[src/rtl/pcmfc_pkg.sv]
// ---------------------------------------------------------------------------
// pcmfc_pkg
// Shared types, register indexes and helpers for the PCM sample converter.
// ---------------------------------------------------------------------------
package pcmfc_pkg;

  // conversion modes
  typedef enum logic [1:0] {
    MODE_I2I = 2'd0,
    MODE_I2F = 2'd1,
    MODE_F2I = 2'd2
  } mode_t;

  // width codes
  localparam logic [1:0] WCODE_8  = 2'd0;
  localparam logic [1:0] WCODE_16 = 2'd1;

  // configuration register indexes
  localparam int unsigned CFG_IDX_W = 3;
  localparam logic [CFG_IDX_W-1:0] CFG_MODE     = 3'd0;
  localparam logic [CFG_IDX_W-1:0] CFG_SRC_CODE = 3'd1;
  localparam logic [CFG_IDX_W-1:0] CFG_DST_CODE = 3'd2;
  localparam logic [CFG_IDX_W-1:0] CFG_SRC_SGN  = 3'd3;
  localparam logic [CFG_IDX_W-1:0] CFG_DST_SGN  = 3'd4;
  localparam int unsigned CFG_DATA_W = 2;

  // float layout
  localparam logic [7:0] EXP_BIAS = 8'd127;

  typedef struct packed {
    logic [1:0] mode;
    logic [1:0] src_width_code;
    logic [1:0] dst_width_code;
    logic       src_is_signed;
    logic       dst_is_signed;
  } cfg_t;

  // middle stage contents
  typedef struct packed {
    logic [1:0]  mode;
    logic [31:0] direct;   // integer result or zero
    logic        sign;     // int to float: sign
    logic [31:0] mag;      // int to float: magnitude
    logic [4:0]  msb;      // int to float: leading one position
    logic [7:0]  wm1;      // int to float: source width minus one
  } mid_t;

  // sample width minus one
  function automatic logic [4:0] width_m1(input logic [1:0] code);
    case (code)
      WCODE_8:  width_m1 = 5'd7;
      WCODE_16: width_m1 = 5'd15;
      default:  width_m1 = 5'd31;
    endcase
  endfunction

  // mask of the low width bits
  function automatic logic [31:0] width_mask(input logic [1:0] code);
    case (code)
      WCODE_8:  width_mask = 32'h0000_00FF;
      WCODE_16: width_mask = 32'h0000_FFFF;
      default:  width_mask = 32'hFFFF_FFFF;
    endcase
  endfunction

endpackage

[src/rtl/pcmfc_in_if.sv]
// ---------------------------------------------------------------------------
// pcmfc_in_if
// Input sample channel: valid, ready and the sample bits.
// ---------------------------------------------------------------------------
interface pcmfc_in_if;
  logic        valid;
  logic        ready;
  logic [31:0] in_sample;

  modport source (output valid, output in_sample, input ready);
  modport sink   (input valid, input in_sample, output ready);
endinterface

[src/rtl/pcmfc_out_if.sv]
// ---------------------------------------------------------------------------
// pcmfc_out_if
// Result sample channel: valid, ready and the converted bits.
// ---------------------------------------------------------------------------
interface pcmfc_out_if;
  logic        valid;
  logic        ready;
  logic [31:0] out_sample;

  modport source (output valid, output out_sample, input ready);
  modport sink   (input valid, input out_sample, output ready);
endinterface

[src/rtl/pcmfc_cfg.sv]
// ---------------------------------------------------------------------------
// pcmfc_cfg
// Configuration register file, write only.
// ---------------------------------------------------------------------------
module pcmfc_cfg (
  input  logic                           clk,
  input  logic                           rst,
  input  logic                           cfg_we,
  input  logic [pcmfc_pkg::CFG_IDX_W-1:0] cfg_index,
  input  logic [pcmfc_pkg::CFG_DATA_W-1:0] cfg_wdata,
  output pcmfc_pkg::cfg_t                cfg
);
  import pcmfc_pkg::*;

  // register writes, unknown indexes ignored
  always_ff @(posedge clk) begin
    if (rst) begin
      cfg.mode           <= MODE_I2I;
      cfg.src_width_code <= WCODE_16;
      cfg.dst_width_code <= WCODE_16;
      cfg.src_is_signed  <= 1'b1;
      cfg.dst_is_signed  <= 1'b1;
    end else if (cfg_we) begin
      unique case (cfg_index)
        CFG_MODE:     cfg.mode           <= cfg_wdata;
        CFG_SRC_CODE: cfg.src_width_code <= cfg_wdata;
        CFG_DST_CODE: cfg.dst_width_code <= cfg_wdata;
        CFG_SRC_SGN:  cfg.src_is_signed  <= cfg_wdata[0];
        CFG_DST_SGN:  cfg.dst_is_signed  <= cfg_wdata[0];
        default: ;
      endcase
    end
  end
endmodule

[src/rtl/pcmfc_prep.sv]
// ---------------------------------------------------------------------------
// pcmfc_prep
// First logic stage: integer rescale, float to integer, and the magnitude
// and leading one search for integer to float.
// ---------------------------------------------------------------------------
module pcmfc_prep (
  input  logic [31:0]     sample,
  input  pcmfc_pkg::cfg_t cfg,
  output pcmfc_pkg::mid_t mid
);
  import pcmfc_pkg::*;

  logic [4:0]        swm1, dwm1;
  logic [31:0]       smask, dmask;
  logic [31:0]       i2i_v;
  logic [31:0]       t, top;
  logic [31:0]       dhalf;
  logic [7:0]        e;
  logic [23:0]       sig;
  logic signed [9:0] sh;
  logic [4:0]        rsh;
  logic [31:0]       fmag, fr;
  logic [31:0]       direct;
  logic              sgn;
  logic [31:0]       mag;
  logic [4:0]        msb;

  assign swm1  = width_m1(cfg.src_width_code);
  assign dwm1  = width_m1(cfg.dst_width_code);
  assign smask = width_mask(cfg.src_width_code);
  assign dmask = width_mask(cfg.dst_width_code);

  // integer to integer: byte shift then sign bit flip
  always_comb begin
    i2i_v = sample & smask;
    if (dwm1 > swm1) i2i_v = i2i_v << (dwm1 - swm1);
    else if (swm1 > dwm1) i2i_v = i2i_v >> (swm1 - dwm1);
    i2i_v = i2i_v & dmask;
    if (cfg.src_is_signed != cfg.dst_is_signed) i2i_v = i2i_v ^ (32'd1 << dwm1);
  end

  // float to integer: scale, truncate, saturate, offset
  assign dhalf = 32'd1 << dwm1;
  assign e     = sample[30:23];
  assign sig   = {1'b1, sample[22:0]};
  assign sh    = $signed({2'b00, e}) - 10'sd151 + $signed({5'b00000, dwm1});
  assign rsh   = 5'(-sh);

  always_comb begin
    if (e == 8'hFF && sample[22:0] != 23'd0) fmag = 32'd0;
    else if (e == 8'd0) fmag = 32'd0;
    else if (e == 8'hFF || sh >= 10'sd8) fmag = dhalf;
    else if (sh >= 10'sd0) fmag = {8'd0, sig} << sh[2:0];
    else if (sh <= -10'sd24) fmag = 32'd0;
    else fmag = {8'd0, sig} >> rsh;
    if (sample[31]) begin
      if (fmag > dhalf) fmag = dhalf;
      fr = 32'd0 - fmag;
    end else begin
      if (fmag > dhalf - 32'd1) fmag = dhalf - 32'd1;
      fr = fmag;
    end
    if (!cfg.dst_is_signed) fr = fr + dhalf;
    fr = fr & dmask;
  end

  // integer to float: signed magnitude of the source
  assign top = 32'd1 << swm1;
  always_comb begin
    t = sample & smask;
    if (!cfg.src_is_signed) t = t ^ top;
  end

  assign sgn = (t & top) != 32'd0;
  assign mag = sgn ? ((32'd0 - t) & smask) : t;

  // leading one position, highest set bit wins
  always_comb begin
    msb = 5'd0;
    for (int i = 0; i < 32; i++) begin
      if (mag[i]) msb = 5'(i);
    end
  end

  // pick the integer result
  always_comb begin
    case (cfg.mode)
      MODE_I2I: direct = i2i_v;
      MODE_F2I: direct = fr;
      default:  direct = 32'd0;
    endcase
  end

  assign mid.mode   = cfg.mode;
  assign mid.direct = direct;
  assign mid.sign   = sgn;
  assign mid.mag    = mag;
  assign mid.msb    = msb;
  assign mid.wm1    = {3'd0, swm1};
endmodule

[src/rtl/pcmfc_pack.sv]
// ---------------------------------------------------------------------------
// pcmfc_pack
// Second logic stage: normalise, round to nearest even and pack the float.
// ---------------------------------------------------------------------------
module pcmfc_pack (
  input  pcmfc_pkg::mid_t mid,
  output logic [31:0]     result
);
  import pcmfc_pkg::*;

  logic [31:0] norm;
  logic        rnd;
  logic [24:0] q;
  logic [22:0] mant;
  logic [7:0]  exp_f;

  // leading one to bit 31, low byte holds guard and sticky
  assign norm  = mid.mag << (5'd31 - mid.msb);
  assign rnd   = norm[7] && ((norm[6:0] != 7'd0) || norm[8]);
  assign q     = {1'b0, norm[31:8]} + {24'd0, rnd};
  assign mant  = q[24] ? q[23:1] : q[22:0];
  assign exp_f = EXP_BIAS + {3'd0, mid.msb} + {7'd0, q[24]} - mid.wm1;

  // result select
  always_comb begin
    case (mid.mode)
      MODE_I2F: result = (mid.mag == 32'd0) ? 32'd0 : {mid.sign, exp_f, mant};
      default:  result = mid.direct;
    endcase
  end
endmodule

[src/rtl/pcm_sample_format_converter.sv]
// Pipeline: input register, middle register and result register lie between
// an input transfer and the result valid.
// Throughput: one sample per cycle while the output is not stalled; each register
// stage advances when the stage after it is empty or moving.
// Reset clears all stage valid flags and loads the register reset values.
// ---------------------------------------------------------------------------
// pcm_sample_format_converter
// PCM sample conversion between 8/16/32-bit integer formats and single float.
// ---------------------------------------------------------------------------
module pcm_sample_format_converter (
  input  logic                             clk,
  input  logic                             rst,
  input  logic                             cfg_we,
  input  logic [pcmfc_pkg::CFG_IDX_W-1:0]  cfg_index,
  input  logic [pcmfc_pkg::CFG_DATA_W-1:0] cfg_wdata,
  pcmfc_in_if.sink                         in_ch,
  pcmfc_out_if.source                      out_ch
);
  import pcmfc_pkg::*;

  cfg_t        cfg;
  logic        s1_valid;
  logic [31:0] s1_sample;
  logic        s2_valid;
  mid_t        s2_mid;
  mid_t        mid_next;
  logic        out_valid;
  logic [31:0] out_sample;
  logic [31:0] result_next;
  logic        ld3, ld2, ld1;

  pcmfc_cfg u_cfg (
    .clk       (clk),
    .rst       (rst),
    .cfg_we    (cfg_we),
    .cfg_index (cfg_index),
    .cfg_wdata (cfg_wdata),
    .cfg       (cfg)
  );

  pcmfc_prep u_prep (
    .sample (s1_sample),
    .cfg    (cfg),
    .mid    (mid_next)
  );

  pcmfc_pack u_pack (
    .mid    (s2_mid),
    .result (result_next)
  );

  // stage load enables
  assign ld3 = !out_valid || out_ch.ready;
  assign ld2 = !s2_valid || ld3;
  assign ld1 = !s1_valid || ld2;

  assign in_ch.ready       = ld1;
  assign out_ch.valid      = out_valid;
  assign out_ch.out_sample = out_sample;

  // valid flags
  always_ff @(posedge clk) begin
    if (rst) begin
      s1_valid  <= 1'b0;
      s2_valid  <= 1'b0;
      out_valid <= 1'b0;
    end else begin
      if (ld1) s1_valid  <= in_ch.valid;
      if (ld2) s2_valid  <= s1_valid;
      if (ld3) out_valid <= s2_valid;
    end
  end

  // payload registers
  always_ff @(posedge clk) begin
    if (ld1) s1_sample  <= in_ch.in_sample;
    if (ld2) s2_mid     <= mid_next;
    if (ld3) out_sample <= result_next;
  end

  // no result straight after reset
  assert property (@(posedge clk) rst |=> !out_ch.valid)
    else $error("result valid after reset");

  // a full pipeline with a stalled output takes no new sample
  assert property (@(posedge clk) disable iff (rst)
    (s1_valid && s2_valid && out_valid && !out_ch.ready) |-> !in_ch.ready)
    else $error("sample taken while pipeline full and stalled");

  // an accepted sample is held in the input stage after the transfer
  assert property (@(posedge clk) disable iff (rst)
    (in_ch.valid && in_ch.ready) |=> s1_valid)
    else $error("accepted sample lost");

  // a stalled result holds in place while the middle stage stays full
  assert property (@(posedge clk) disable iff (rst)
    (out_valid && !out_ch.ready && s2_valid) |=> (s2_valid && out_valid))
    else $error("stage dropped while stalled");
endmodule
[src/flat_wrapper.sv]
// flat-port wrapper written by rule: the top's interface ports become plain ports
module pcm_sample_format_converter_flat import pcmfc_pkg::*;
  (clk, rst, cfg_we, cfg_index, cfg_wdata, in_ch_valid, in_ch_in_sample, in_ch_ready, out_ch_valid, out_ch_out_sample, out_ch_ready);
  pcmfc_in_if in_ch_i ();
  pcmfc_out_if out_ch_i ();
  input  logic clk;
  input  logic rst;
  input  logic cfg_we;
  input  logic [pcmfc_pkg::CFG_IDX_W-1:0] cfg_index;
  input  logic [pcmfc_pkg::CFG_DATA_W-1:0] cfg_wdata;
  input wire logic [$bits(in_ch_i.valid)-1:0] in_ch_valid;
  input wire logic [$bits(in_ch_i.in_sample)-1:0] in_ch_in_sample;
  output wire logic [$bits(in_ch_i.ready)-1:0] in_ch_ready;
  output wire logic [$bits(out_ch_i.valid)-1:0] out_ch_valid;
  output wire logic [$bits(out_ch_i.out_sample)-1:0] out_ch_out_sample;
  input wire logic [$bits(out_ch_i.ready)-1:0] out_ch_ready;
  assign in_ch_i.valid = in_ch_valid;
  assign in_ch_i.in_sample = in_ch_in_sample;
  assign in_ch_ready = in_ch_i.ready;
  assign out_ch_valid = out_ch_i.valid;
  assign out_ch_out_sample = out_ch_i.out_sample;
  assign out_ch_i.ready = out_ch_ready;
  pcm_sample_format_converter u_core (.clk(clk), .rst(rst), .cfg_we(cfg_we), .cfg_index(cfg_index), .cfg_wdata(cfg_wdata), .in_ch(in_ch_i), .out_ch(out_ch_i));
endmodule
[config.mk]
export PLATFORM = sky130hd
export DESIGN_NAME = pcm_sample_format_converter_flat
export DESIGN_NICKNAME = d
export VERILOG_FILES = /design/src/rtl/pcmfc_pkg.sv /design/src/rtl/pcmfc_in_if.sv /design/src/rtl/pcmfc_out_if.sv /design/src/rtl/pcmfc_cfg.sv /design/src/rtl/pcmfc_prep.sv /design/src/rtl/pcmfc_pack.sv /design/src/rtl/pcm_sample_format_converter.sv /design/src/flat_wrapper.sv
export SDC_FILE = /design/constraint.sdc
export NUM_CORES = 1
export LEC_CHECK = 0
export ABC_AREA = 1
export BUFFER_PORTS_ARGS = -buffer_cell sky130_fd_sc_hd__buf_2
export CAP_MARGIN = 5
export CORE_ASPECT_RATIO = 2
export CORE_MARGIN = 2
export CORE_UTILIZATION = 35
export DETAILED_ROUTE_END_ITERATION = 12
export GPL_TIMING_DRIVEN = 0
export PLACE_DENSITY = 0.59
export SYNTH_ARGS = -nofsm -noshare
export SYNTH_HDL_FRONTEND = slang
export SYNTH_SLANG_ARGS = --single-unit
[constraint.sdc]
create_clock -name clk -period 6.1 [get_ports clk]
set_clock_uncertainty 0.1 [all_clocks]
set_input_delay 1.22 -clock clk [delete_from_list [all_inputs] [get_ports clk]]
set_output_delay 1.22 -clock clk [all_outputs]
set_load 0.1 [all_outputs]
==> qor.txt <==
Status: complete, but fails checks
Failing checks: negative setup slack
F_max: 0.151 GHz
Max_slew headroom: 30.5%
Remaining Overflow, GRT: 0
Syn nets: 2811
Post-route DRC: 0
Fin. Hold Viols: 0
PwrDens: 286 nW/um^2
First-pass GRT wire length: 119 mm
CP max stage cell: edfxtp_1
Vias per cell: 5.68
Reg clk slew, reported paths: 0.07 ns
# nets final: 3031
Post-synthesis sequential area ratio: 25.9%
WP data required: 6.18 ns
CP max FO: 10
Fin worst setup slack: -0.522 ns
Crit Path Class: reg2reg
Die area: 50000 sq um
Vias: 20.4k
Ports: 76
Setup WS pre-CTS: -3.40 ns
Synth Cell Area: 16800 sq um
Syn Inst Count: 2721
Antenna violations before repair: 0
Leak pwr: 9.86 nW
Root Driver: clkbuf_16
Layout cells sized above 1: 19.7%
Final core area utilization: 44.4%
Setup crit end kind: flip-flop
Final wirelength: 81.9 mm
Final Cell Area: 21100 sq um
Die Ht: 314 um
Commonest non-fill, non-tap cells in the layout: nand2_1 (693), inv_1 (293), nor2_1 (243)
Port bufs: 75
Avg Cell Area, Syn: 6.19 sq um
Critical Path Max Stage Delay: 0.48 ns
ANT nets after route: 0
#FFs+latches synth: 149
Area growth syn-to-layout: 25.3%
Tmin final: 6.62 ns
Period Utilization, post-route: 109%
Hold Path Class: reg2reg
CTS Buf Count: 17
Max_cap viols: 0
WL/cell: 22.8 um
Yosys top cell area share: 24.6%
Main synth FF type: edfxtp_1
Clk sink count: 149
CP arrival: 6.70 ns
Main area contributors after synthesis: edfxtp_1 (25%), nand2_1 (17%), o21ai_0 (7.7%)
Ant. Diodes: 0
1st-pass router iterations: 9
Post-Place Cell Area: 18100 sq um
CTS tree: yes
RSZ-0062 raised after global routing: true
Crit start category: flip-flop
Slew Limit Fails: 0
Clk_lat worst skew: 0.46 ns
Post-Place Cells: 3431
Initial Util: 35.4%
Maximum vdd drop: 0.171 mV
Synth cell types: 65
Setup violations, final: 19
Placeable Area: 47500 sq um
DRT iter0 DRCs: 1955
Post-synth EDFFs: 138
Die X: 159 um
Post-synth top area cell: edfxtp_1
Hold buffers post-CTS: 0
H-tree levels: 4
Sum Neg Setup Slack: -4.97 ns
FP Rows: 113
Fillers: 4978
Finished Layout Cells: 3586
HPWL after detailed placement: 64.1 mm
Ys async rst share: 0%
Ys Warns: 0
All-layer global routing usage: 32.0%
Max clock buf depth: 2
Routability Congestion: 1.08
Slew @ Worst Pin: 1.04 ns
Most common cell after layout, fill and taps aside: nand2_1
Largest net degree at the start of global routing: 49
Vias in the first global route: 19.9k
## sequential cells by signal, summed over array words and instances, names as in the netlist
name	flops
u_core.s1_valid	1
u_core.out_ch.out_sample	32
u_core.s1_sample	32
u_core.u_cfg.cfg	8
u_core.s2_valid	1
u_core.s2_mid	74
u_core.out_ch.valid	1
## what timing repair did
item | CTS | global route
gates resized for setup | 239 | 141
endpoints found under the setup margin | 34 | 32
pin swaps | 103 | 62
gates cloned | 2 | 0
buffers inserted | 101 | 28
## synth_stat cells, types with 3 or more instances
master / instances
a22o_1: 3
nor2_1: 267
a21oi_1: 113
nor4_1: 26
nor2_2: 14
inv_2: 18
buf_2: 17
dfxtp_1: 11
buf_4: 14
inv_1: 314
nand2_1: 745
nand4_1: 43
nand2_2: 27
xor2_1: 28
edfxtp_1: 138
xnor2_1: 6
o22ai_1: 11
nor3_1: 57
o21bai_1: 6
clkinv_1: 3
ha_1: 46
o311ai_0: 4
nand3b_1: 5
buf_1: 13
clkbuf_1: 73
nand3_1: 256
nand2_4: 5
o2111ai_1: 4
or2_2: 17
a32o_1: 6
o21ai_1: 20
nand3_2: 13
mux2i_1: 18
buf_6: 6
o31ai_1: 15
o221ai_1: 12
o21a_1: 3
a31oi_1: 24
o211ai_1: 23
o21ai_0: 258
o21ai_2: 6
## layer usage
layer  vias to the layer above  wire (um)  part of all wire, %  global-route usage [%]
met5                         -          0                    0                       0
met4                         0      10500                   13                    33.6
met3                       401       3650                  4.5                    3.36
met2                       942      41900                   51                    60.2
met1                      9442      25800                   32                    28.4
li1                       9589          -                    -                       -
## per-stage QoR
stage               hold slack [ns]  power, W
floorplan                     0.330   0.00337
global placement              0.343   0.00425
detailed placement            0.352   0.00426
CTS                           0.364   0.00576
global route                  0.401   0.00634
finish                        0.362   0.00603
## power breakdown
part | leakage [nW] | internal, W | total (W) | switching [W]
Clock | 0.284 | 0.000551 | 0.00107 | 0.000514
Combinational | 7.94 | 0.00113 | 0.00365 | 0.00252
Sequential | 1.63 | 0.00124 | 0.00132 | 0.0000737
## logic make-up after synthesis
kind of cell	count (synthesis)	share of synthesized area (%)
AO/OA/AOI/OAI	526	17.9
XOR/XNOR	35	1.87
multiplexers	18	1.07
adder cells (fa/ha/maj)	48	3.66
AND/OR/NAND/NOR	1483	38.4
flip-flops	149	25.9
buffers and inverters	460	11.2
other	2	0.0446
## path summary, 6_finish.rpt
path                        start                   to  slack, ns  cells after the start
min reg2reg       u_core.s2_valid  u_core.out_ch.valid       0.36                      2
min               u_core.s2_valid  u_core.out_ch.valid       0.36                      2
max          u_core.s1_sample[23]    u_core.s2_mid[61]      -0.52                     44
max reg2reg  u_core.s1_sample[23]    u_core.s2_mid[61]      -0.52                     44
## worst max-delay path, delay by kind of cell, from the launching register on
kind / cells / cell delay, ns
DFF: 1 / 0.48
and+or+nand+nor: 25 / 2.55
buffers and inverters: 11 / 1.38
xor gates and xnor gates: 1 / 0.25
adders and majority gates: 4 / 0.88
AOI/OAI and AO/OA: 3 / 0.68
## final cells by class
cell class | instances | area (sq um) | share of cell area (%)
inverter | 335 | 1290 | 6.10
sequential | 149 | 4370 | 20.7
buffer | 124 | 742 | 3.52
timing repair buffer | 202 | 1490 | 7.04
clock inverter | 15 | 178 | 0.842
multi-input combinational | 2112 | 11800 | 56.0
clock buffer | 17 | 425 | 2.02
tap | 632 | 791 | 3.75
No activity file was read; power rests on OpenSTA's default activity.
